[src/rtl/bfs_pkg.sv]
`timescale 1ns / 1ps
package bfs_pkg;

	// Node slots held in storage and the width of a node number.
	localparam int SLOTS = 64;
	localparam int NW = 6;
	// Queue pointers and path length count up to SLOTS itself.
	localparam int PW = 7;

	// Function codes of an input beat.
	localparam logic [2:0] FUNC_ADD_NODE = 3'd0;
	localparam logic [2:0] FUNC_ADD_EDGE = 3'd1;
	localparam logic [2:0] FUNC_DEL_EDGE = 3'd2;
	localparam logic [2:0] FUNC_PATH     = 3'd3;
	localparam logic [2:0] FUNC_HOPS     = 3'd4;

	// Result status codes.
	localparam logic [1:0] ST_OK        = 2'd0;
	localparam logic [1:0] ST_INVALID   = 2'd1;
	localparam logic [1:0] ST_NOT_FOUND = 2'd2;

	// Adjacency row address select.
	localparam logic [1:0] ADJ_A   = 2'd0;
	localparam logic [1:0] ADJ_B   = 2'd1;
	localparam logic [1:0] ADJ_CUR = 2'd2;

	// Commands from the controller to the datapath.
	typedef struct packed {
		logic       ld_item;
		logic       set_present;
		logic       adj_rd;
		logic       adj_wr;
		logic [1:0] adj_sel;
		logic       srch_init;
		logic       q_rd;
		logic       ld_cur;
		logic       ld_pend;
		logic       enq;
		logic       ld_lvl;
		logic       dec_left;
		logic       walk_init;
		logic       walk_push;
		logic       par_rd;
		logic       walk_next;
		logic       out_init;
		logic       pb_rd;
		logic       idx_dec;
		logic       out_path;
		logic       out_single;
		logic [1:0] single_code;
	} bfs_cmd_t;

	// Status from the datapath to the controller.
	typedef struct packed {
		logic [2:0] func;
		logic       a_ok;
		logic       a_pres;
		logic       b_pres;
		logic       head_lt_tail;
		logic       head_lt_lvl;
		logic       left_zero;
		logic       cur_eq_b;
		logic       pend_any;
		logic       node_eq_s;
		logic       idx_zero;
		logic       out_busy;
	} bfs_stat_t;

endpackage

[src/rtl/bfs_ctrl.sv]
`timescale 1ns / 1ps
module bfs_ctrl
	import bfs_pkg::*;
(
	input  logic      clk,
	input  logic      arst_n,
	input  logic      in_valid,
	output logic      in_stall,
	input  bfs_stat_t st,
	output bfs_cmd_t  cmd
);

	typedef enum logic [4:0] {
		IDLE, DISPATCH, SINGLE,
		E_RD_A, E_WR_A, E_RD_B, E_WR_B,
		DEQ, D_CUR, D_CHK,
		H_CHK, H_T, H_DEQ, H_CUR,
		X_ADJ, X_PEND, X_ENQ,
		W_INIT, W_PUSH, W_NEXT,
		O_START, O_RD, O_LD
	} state_t;

	state_t     state_q, state_d;
	logic [1:0] code_q, code_d;

	assign in_stall = (state_q != IDLE);

	// Next state and command decode.
	always_comb begin
		state_d = state_q;
		code_d  = code_q;
		cmd     = '0;
		unique case (state_q)
			IDLE: begin
				if (in_valid) begin
					cmd.ld_item = 1'b1;
					state_d = DISPATCH;
				end
			end
			DISPATCH: begin
				unique case (st.func) inside
					FUNC_ADD_NODE: begin
						cmd.set_present = st.a_ok;
						code_d  = st.a_ok ? ST_OK : ST_INVALID;
						state_d = SINGLE;
					end
					FUNC_ADD_EDGE, FUNC_DEL_EDGE: begin
						if (st.a_pres && st.b_pres) begin
							state_d = E_RD_A;
						end else begin
							code_d  = ST_INVALID;
							state_d = SINGLE;
						end
					end
					FUNC_PATH, FUNC_HOPS: begin
						if (st.a_pres) begin
							cmd.srch_init = 1'b1;
							state_d = (st.func == FUNC_PATH) ? DEQ : H_CHK;
						end else begin
							code_d  = ST_INVALID;
							state_d = SINGLE;
						end
					end
					default: state_d = IDLE;
				endcase
			end
			SINGLE: begin
				if (!st.out_busy) begin
					cmd.out_single  = 1'b1;
					cmd.single_code = code_q;
					state_d = IDLE;
				end
			end
			// Edge update: read, modify and write both rows in turn.
			E_RD_A: begin
				cmd.adj_rd  = 1'b1;
				cmd.adj_sel = ADJ_A;
				state_d = E_WR_A;
			end
			E_WR_A: begin
				cmd.adj_wr  = 1'b1;
				cmd.adj_sel = ADJ_A;
				state_d = E_RD_B;
			end
			E_RD_B: begin
				cmd.adj_rd  = 1'b1;
				cmd.adj_sel = ADJ_B;
				state_d = E_WR_B;
			end
			E_WR_B: begin
				cmd.adj_wr  = 1'b1;
				cmd.adj_sel = ADJ_B;
				code_d  = ST_OK;
				state_d = SINGLE;
			end
			// Shortest path: dequeue until the target comes out or the queue runs empty.
			DEQ: begin
				if (st.head_lt_tail) begin
					cmd.q_rd = 1'b1;
					state_d = D_CUR;
				end else begin
					code_d  = ST_NOT_FOUND;
					state_d = SINGLE;
				end
			end
			D_CUR: begin
				cmd.ld_cur = 1'b1;
				state_d = D_CHK;
			end
			D_CHK: begin
				state_d = st.cur_eq_b ? W_INIT : X_ADJ;
			end
			// Hop query: one level of the queue per remaining hop.
			H_CHK: begin
				if (!st.head_lt_tail) begin
					code_d  = ST_NOT_FOUND;
					state_d = SINGLE;
				end else if (st.left_zero) begin
					cmd.q_rd = 1'b1;
					state_d = H_T;
				end else begin
					cmd.ld_lvl = 1'b1;
					state_d = H_DEQ;
				end
			end
			H_T: begin
				cmd.ld_cur = 1'b1;
				state_d = W_INIT;
			end
			H_DEQ: begin
				if (st.head_lt_lvl) begin
					cmd.q_rd = 1'b1;
					state_d = H_CUR;
				end else begin
					cmd.dec_left = 1'b1;
					state_d = H_CHK;
				end
			end
			H_CUR: begin
				cmd.ld_cur = 1'b1;
				state_d = X_ADJ;
			end
			// Expansion of the current node, one neighbor per cycle.
			X_ADJ: begin
				cmd.adj_rd  = 1'b1;
				cmd.adj_sel = ADJ_CUR;
				state_d = X_PEND;
			end
			X_PEND: begin
				cmd.ld_pend = 1'b1;
				state_d = X_ENQ;
			end
			X_ENQ: begin
				if (st.pend_any) begin
					cmd.enq = 1'b1;
				end else begin
					state_d = (st.func == FUNC_HOPS) ? H_DEQ : DEQ;
				end
			end
			// Parent walk from the found node back to the start.
			W_INIT: begin
				cmd.walk_init = 1'b1;
				state_d = W_PUSH;
			end
			W_PUSH: begin
				cmd.walk_push = 1'b1;
				if (st.node_eq_s) begin
					state_d = O_START;
				end else begin
					cmd.par_rd = 1'b1;
					state_d = W_NEXT;
				end
			end
			W_NEXT: begin
				cmd.walk_next = 1'b1;
				state_d = W_PUSH;
			end
			// Path output, start node first.
			O_START: begin
				cmd.out_init = 1'b1;
				state_d = O_RD;
			end
			O_RD: begin
				if (!st.out_busy) begin
					cmd.pb_rd = 1'b1;
					state_d = O_LD;
				end
			end
			O_LD: begin
				cmd.out_path = 1'b1;
				if (st.idx_zero) begin
					state_d = IDLE;
				end else begin
					cmd.idx_dec = 1'b1;
					state_d = O_RD;
				end
			end
			default: state_d = IDLE;
		endcase
	end

	// State register.
	always_ff @(posedge clk or negedge arst_n) begin
		if (!arst_n) begin
			state_q <= IDLE;
			code_q  <= ST_OK;
		end else begin
			state_q <= state_d;
			code_q  <= code_d;
		end
	end

endmodule

[config.mk]
export PLATFORM = sky130hd
export DESIGN_NAME = bfs_ctrl
export DESIGN_NICKNAME = d
export VERILOG_FILES = /design/src/rtl/bfs_pkg.sv /design/src/rtl/bfs_ctrl.sv
export SDC_FILE = /design/constraint.sdc
export NUM_CORES = 1
export LEC_CHECK = 0
export ABC_AREA = 0
export ABC_CLOCK_PERIOD_IN_PS = 3700
export BUFFER_PORTS_ARGS = -buffer_cell sky130_fd_sc_hd__buf_2
export CAP_MARGIN = 20
export CORE_MARGIN = 3
export CORE_UTILIZATION = 50
export CTS_BUF_LIST = sky130_fd_sc_hd__clkbuf_4
export DETAILED_ROUTE_END_ITERATION = 7
export GPL_ROUTABILITY_DRIVEN = 0
export PLACE_DENSITY = 0.81
export SYNTH_ARGS = -nofsm -noshare
export SYNTH_HDL_FRONTEND = slang
export SYNTH_SLANG_ARGS = --single-unit
[constraint.sdc]
create_clock -name clk -period 3.7 [get_ports clk]
set_input_delay 0.185 -clock clk [delete_from_list [all_inputs] [get_ports clk]]
set_output_delay 0.185 -clock clk [all_outputs]
set_load 0.005 [all_outputs]
After elaboration in Yosys (flattened, before gate mapping)
Cells that the tools add are included.
Cells by class
  add/sub/neg operators: 0
  multipliers: 0
  divide/modulo/power cells: 0
  $lt $le $gt $ge: 0
  eq/ne operators: 34
  shift-type cells: 0
  multiplexer cells: 58
  bitwise operators: 0
  reductions and logical operators: 15
Operator list (number)
  $pmux 5 s22: 1
  $eq 5x4->1 const B: 8
  $eq 5x5->1 const B: 7
  $mux 5: 7
  $mux 1: 31
  $eq 5x3->1 const B: 4
  $mux 4: 4
  $mux 3: 5
  $pmux 5 s3: 1
  $pmux 2 s3: 2
  $reduce_or 2->1: 6
  $eq 5x2->1 const B: 2
  $mux 2: 5
  $ne 2x2->1 const B: 5
  $eq 3x2->1 const B: 2
  $ne 3x3->1 const B: 2
  $reduce_or 3->1: 2
  $eq 5x1->1 const B: 1
  $logic_not 5->1: 1
  $reduce_and 5->1: 1
  $reduce_bool 5->1: 1
  $ne 4x2->1 const B: 1
  $pmux 2 s2: 1
  $reduce_and 4->1: 1
  other kinds (6): 6
Storage, ports and cells
  register bits: 7
  latch bits: 0
  memory bits (writable): 0
  memory bits (read-only): 0
  bits of input ports: 17
  output and inout port bits: 25
  logic and storage cells: 109
  memories kept: 0

Logic depth before layout (Yosys ltp)
Gate-level depths: netlist (run 1).
  depth in word-level cells: 5
  depth in mapped cells: 7
  depth with buffers taken out: 5

Worst setup path after synthesis (run 1)
No wires, ideal clock.
  kind: register -> output
  from: register state_q[2]
  to: output cmd[15] (netlist bit)
  arrival: 1.416 ns
  required time: 3.515 ns
  path slack: 2.099 ns
  cell stages (with the launch flop): 6
  path buffers: 3
  cells stage by stage: dfrtp_1 > buf_2 > buf_2 > buf_2 > mux2_2 > nor3_1
RTL lines
  start: declaration: RTL line bfs_ctrl.sv:23  | state_t state_q, state_d;
  start signal: assignment: RTL line bfs_ctrl.sv:208  | state_q <= state_d;
  end: declaration: RTL line bfs_ctrl.sv:10  | output bfs_cmd_t cmd

==> results of run 1 <==
## cells in the mapped netlist (2+ instances only)
master / count
o211ai_1: 6
nor3b_1: 4
nand4_1: 2
nor3_1: 10
o22ai_1: 4
nand3b_1: 3
and3_1: 2
nand2b_1: 6
nand3_1: 6
dfrtp_1: 7
buf_2: 12
mux2_2: 2
a21oi_1: 10
or3_1: 2
a211oi_1: 3
nor2_1: 16
nand2_1: 19
or3b_1: 2
a32oi_1: 2
nor3b_2: 2
o21ai_0: 9
nor4_1: 4
nor2b_1: 6
inv_1: 6
clkbuf_1: 2
a31oi_1: 2
## state kept, by name, indices dropped and copies added (netlist names)
register,flops
state_q,5
code_q,2
## what timing repair did
| action | CTS | global route |
|---|---|---|
| setup endpoints to repair | 0 | 0 |
| hold buffers | 1 | 0 |
| endpoints found under the hold margin | 7 | 0 |
| resized for setup | 0 | 0 |
## stage by stage
step | total power, uW | setup slack, ns
floorplan | 513 | 2.10
global placement | 580 | 1.59
detailed placement | 595 | 1.57
CTS | 674 | 1.36
global route | 738 | 1.16
finish | 682 | 1.31
## worst min path at each step
| stage | start | end | slack (ns) | cells past startpoint |
|---|---|---|---|---|
| 2_1_floorplan | arst_n | code_q[0] | -0.11 | 0 |
| 3_3_place_gp | arst_n | code_q[1] | 0.03 | 1 |
| 3_5_place_dp | arst_n | state_q[1] | 0.02 | 1 |
| 4_1_cts | st[0] | state_q[4] | 0.27 | 2 |
| 5_1_grt | st[0] | state_q[4] | 0.29 | 2 |
| 6_report | st[0] | state_q[4] | 0.28 | 2 |
## area by class of cell
class / count / area, um^2 / area share (%)
clock buffers: 4 / 30.0 / 2.31
flip-flops and latches: 7 / 175 / 13.4
repair buffers: 42 / 215 / 16.5
multi-input cells: 137 / 822 / 63.1
well taps: 27 / 33.8 / 2.59
inverters: 7 / 26.3 / 2.02
## logic make-up (layout without fill, tap and decap cells)
kind of cell	after synthesis	count (layout)	synth area share, %
DFF	7	7	15.8
buffers and inverters	23	53	10.1
muxes	3	3	2.93
and+or+nand+nor	88	88	43.5
AOI/OAI and AO/OA	45	45	26.7
adders and majority gates	1	1	0.902
## routing by layer
layer  GRT usage (%)  wire length [um]  up-vias
li1                -                 -      671
met1            32.1              1320      643
met2            42.6              1620       78
met3            1.97               301        2
met4            5.96                10        0
met5               0                 0        -
## where the power goes
| group | total (uW) | internal, uW | switching, uW |
|---|---|---|---|
| combinational | 396 | 174 | 222 |
| sequential | 209 | 102 | 108 |
| clock | 76.7 | 48.5 | 28.3 |
| total | 682 | 324 | 358 |
==> run metrics, run 1 <==
fin nets roughly 220; Critical Path RT 3.51 ns; crit start category flop; DRT Wirelength roughly 3200 um; CP Launch Point state_q[1]; DR pass1 iterations 5; RSZ-0062 raised after global routing no; Area contributors post-synth dfrtp_1 (16%), nand2_1 (6.4%), buf_2 (5.4%), nor2_1 (5.4%), a21oi_1 (4.5%); maxcap violations 0; CTS max path bufs 2; Finished Core Util 64.4%; Hold/Removal Path Class input port to flop; Ports 42; Synth area leader dfrtp_1; flops & latches, synth 7; Pwr per Cell Area 524 mW/mm^2; Post-CTS Setup Inserts 0; largest net degree at the start of global routing 32; die area about 0.0028 mm^2; root buffer cell clkbuf_4; EDFF count, synth 0; via count 1394; Worst Path Arrival between 2 and 2.5 ns; commonest cells after routing, fill and taps aside buf_2 (41), nand2_1 (19), nor2_1 (16), nor3_1 (10), a21oi_1 (10); commonest non-fill, non-tap cell in the layout buf_2; Initial Utilization around 55%; CTS clock-pin slew for the worst setup and hold paths approximately 0.050 ns; crit end category output port; Final period util ~65%; worst-path cell chain nor2b_1 > nand2_1 > nor3b_1 > buf_2; setup_tns 0 ns; Cells after Synth 167; Lkg Pwr 0.000590 uW; share of post-route cells with drive strength above 1 26.9%; remaining global-route overflow 0; Top delay family on crit path simple AND/OR/NAND/NOR gates; min Tclk post-route 2.39 ns; Reg2Reg Depth 5; Final Non-Filler Cells 224; Worst-Margin Slew roughly 0.9 ns; Final Hold Vio Count 0; 1st-iter DRT viols 57; Slew Limit Fails 0; Layout area overhead 17.4%; Buf/Inv on CP 1; post-route clock skew between 0.003 and 0.004 ns; number of port buffers 41; core footprint 0.00202 mm^2; headroom to the max-slew limit 40.4%; placed cells between 200 and 250; Placed Instance Area 0.00126 mm^2; DRC 0; first-pass GRT wire length roughly 5300 um; Filler cells 186; status completed; DRT antenna net count 0; Peak Freq 418 MHz; Die Y-Extent about 53 um; antenna violations before repair 0; number of cells on the critical path 4; H-Tree Level Count 1; Worst path slowest cell dfrtp_1; peak supply drop about 280 uV; r2r setup slk 1.51 ns; GRT Resource Usage Total 24.4%; Mean Syn Cell Area around 6.6 um^2; Wirelength per Cell 14.5 um; Worst path max stage delay 0.80 ns; Crit Path Class flop to output port; CTS buffer count 3; CP max FO 24; Min Hold Slack 0.277 ns; CTS sink cnt 7; Clk Latency, worst-skew pair 0.25 ns; Seq/Total Area, Yosys 15.8%; diodes inserted 0; die width 53.1 um; final setup fails 0; Detail Placement HPWL 2460 um; RR Startpoint state_q[2]; Reg-to-Reg End state_q[1]; critical path endpoint cmd[12]; asr flop ratio synth between 90% and 100%; site row count 16; syn nets 184; ys flop type dfrtp_1; design area approximately 0.0013 mm^2; top cell type's share of synthesized area 15.8%; CTS tree done; mapped cell area 0.00111 mm^2; Cell variety after synth 44; Via density 6.22; vias in the first global route 1209; Yosys warning count 0
Power figures use the tool's default switching activity.
==> run 2, diff against run 1 <==
--- a/config.mk
+++ b/config.mk
@@ -6,7 +6,7 @@
 export NUM_CORES = 1
 export LEC_CHECK = 0
 export ABC_AREA = 0
-export ABC_CLOCK_PERIOD_IN_PS = 3700
+export ABC_CLOCK_PERIOD_IN_PS = 2400
 export BUFFER_PORTS_ARGS = -buffer_cell sky130_fd_sc_hd__buf_2
 export CAP_MARGIN = 20
 export CORE_MARGIN = 3
==> constraint.sdc (replaced) <==
create_clock -name clk -period 2.4 [get_ports clk]
set_input_delay 0.12 -clock clk [delete_from_list [all_inputs] [get_ports clk]]
set_output_delay 0.12 -clock clk [all_outputs]
set_load 0.005 [all_outputs]
==> run 2 against run 1 <==
Utilization grew 1.9 points. Global-route usage increased by 1.9 points. Via count rose by 1.7%. Hold slack lost 0.073 ns. Register-to-register slack got worse by 1.1 ns. Flip-flop and latch count stayed put. Sequential power up 32%. Die area did not move. Clock skew rose by 0.0013 ns. Routed wire length rose by 8.4%. Largest cell class unchanged. Largest power group unchanged.
==> run metrics, run 2 (same netlist as run 1, synthesis figures left out) <==
Slew Limit Fails 0; Clk Latency, worst-skew pair between 0.2 and 0.3 ns; Filler cells 193; 1st-iter DRT viols 70; Final period util 84.9%; vias in the first global route about 1300; commonest non-fill, non-tap cell in the layout buf_2; Multi-input gate area 822 um^2; site row count 16; headroom to the max-slew limit a little under three fifths; CTS max path bufs 2; fin nets between 200 and 250; largest registers state_q (5), code_q (2); register bank with the most flops state_q; largest net degree at the start of global routing 22; Die Y-Extent 53.1 um; via count 1418; share of post-route cells with drive strength above 1 28.7%; CP max FO 21; Final Hold Vio Count 0; CTS tree done; Min Hold Slack 0.205 ns; crit end category flop; DRC 0; Lkg Pwr roughly 0.00062 uW; Worst path max stage delay 0.75 ns; number of port buffers 41; Post-CTS Setup Inserts 0; DRT Wirelength 3510 um; CTS sink cnt 7; crit start category flop; diodes inserted 0; setup_tns 0 ns; maxcap violations 0; post-route clock skew 0.00516 ns; remaining global-route overflow 0; Worst Path Arrival 2.14 ns; Layout area overhead 20.7%; final setup fails 0; Peak Freq around 490 MHz; H-Tree Level Count 1; Initial Utilization 54.9%; CTS clock-pin slew for the worst setup and hold paths 0.06 ns; Detail Placement HPWL 2600 um; Worst-Margin Slew ~0.65 ns; CTS buffer count 3; DRT antenna net count 0; Ports 42; register area 175 um^2; Via density just over 6; first-pass GRT wire length 5650 um; peak supply drop 473 uV; DR pass1 iterations 5; GRT Resource Usage Total 26.3%; min Tclk post-route 2.04 ns; Pwr per Cell Area between 800 and 900 mW/mm^2; Crit Path Class flop to flop; RSZ-0062 raised after global routing no; core footprint 0.00202 mm^2; root buffer cell clkbuf_4; Worst path slowest cell dfrtp_1; Critical Path RT 2.50 ns; die width 53.1 um; worst-path cell chain or3b_1 > a2bb2oi_1 > o21ai_2 > nor4_1 > o22ai_1; Hold/Removal Path Class input port to flop; status completed; max FFs per register 5; commonest cells after routing, fill and taps aside buf_2 (41), nand2_1 (19), nor2_1 (16), nor3_1 (10), a21oi_1 (10); antenna violations before repair 0; Wirelength per Cell 15.3 um; die area 0.00282 mm^2
[run 2: changes by cell type in the layout (fill, tap and decap cells not counted)]
cell	before	now
buf_4	0	5
[run 2: worst paths after layout]
| check | startpoint | to | slack (ns) | cells after the start |
|---|---|---|---|---|
| max | state_q[3] | state_q[1] | 0.36 | 5 |
| min | st[0] | state_q[4] | 0.20 | 2 |
| max reg2reg | state_q[3] | state_q[1] | 0.36 | 5 |
| min reg2reg | code_q[0] | code_q[0] | 0.55 | 2 |
| max in group asynchronous | arst_n | state_q[3] | 1.99 | 2 |
| min in group asynchronous | arst_n | code_q[0] | 0.25 | 2 |
[run 2: layout make-up]
cell class                      count  area share [%]
Inverter                            7            1.96
Sequential cell                     7            13.1
Clock buffer                        4            2.24
Timing Repair Buffer               47            18.9
Multi-Input combinational cell    137            61.3
Tap cell                           27            2.52
[run 2: critical path: cells and delay by family (launching register included)]
family / cells / cell delay [ns]
AND/OR/NAND/NOR: 2 / 0.71
AO/OA/AOI/OAI: 3 / 0.42
flip-flops: 1 / 0.75
[run 2: through the flow]
step / util [%] / power [uW] / setup slack, ns / instance area (um^2) / instances
CTS: 66.3 / 1080 / 0.407 / 1340 / 229
global placement: 64.3 / 943 / 0.485 / 1300 / 224
floorplan: - / 791 / 0.864 / 1110 / 167
detailed placement: 64.3 / 957 / 0.471 / 1300 / 224
finish: 66.3 / 1100 / 0.362 / 1340 / 229
global route: 66.3 / 1190 / 0.166 / 1340 / 229
[run 2: where the power goes]
group | total, uW | internal [uW] | switching (uW)
Combinational | 708 | 301 | 407
Sequential | 275 | 159 | 116
Clock | 119 | 74.8 | 44.0
[run 2: timing repair]
item / 4_1_cts / 5_1_grt
endpoints found under the hold margin: 7 / 0
gates resized for setup: 0 / 0
hold buffers: 1 / 0
[run 2: per-layer routing]
metal  vias up  GRT usage, %  routed length (um)
met4         0          7.23                  31
met5         -             0                   0
li1        687             -                   -
met2        92          45.2                1730
met1       632          34.2                1410
met3         7          3.38                 338
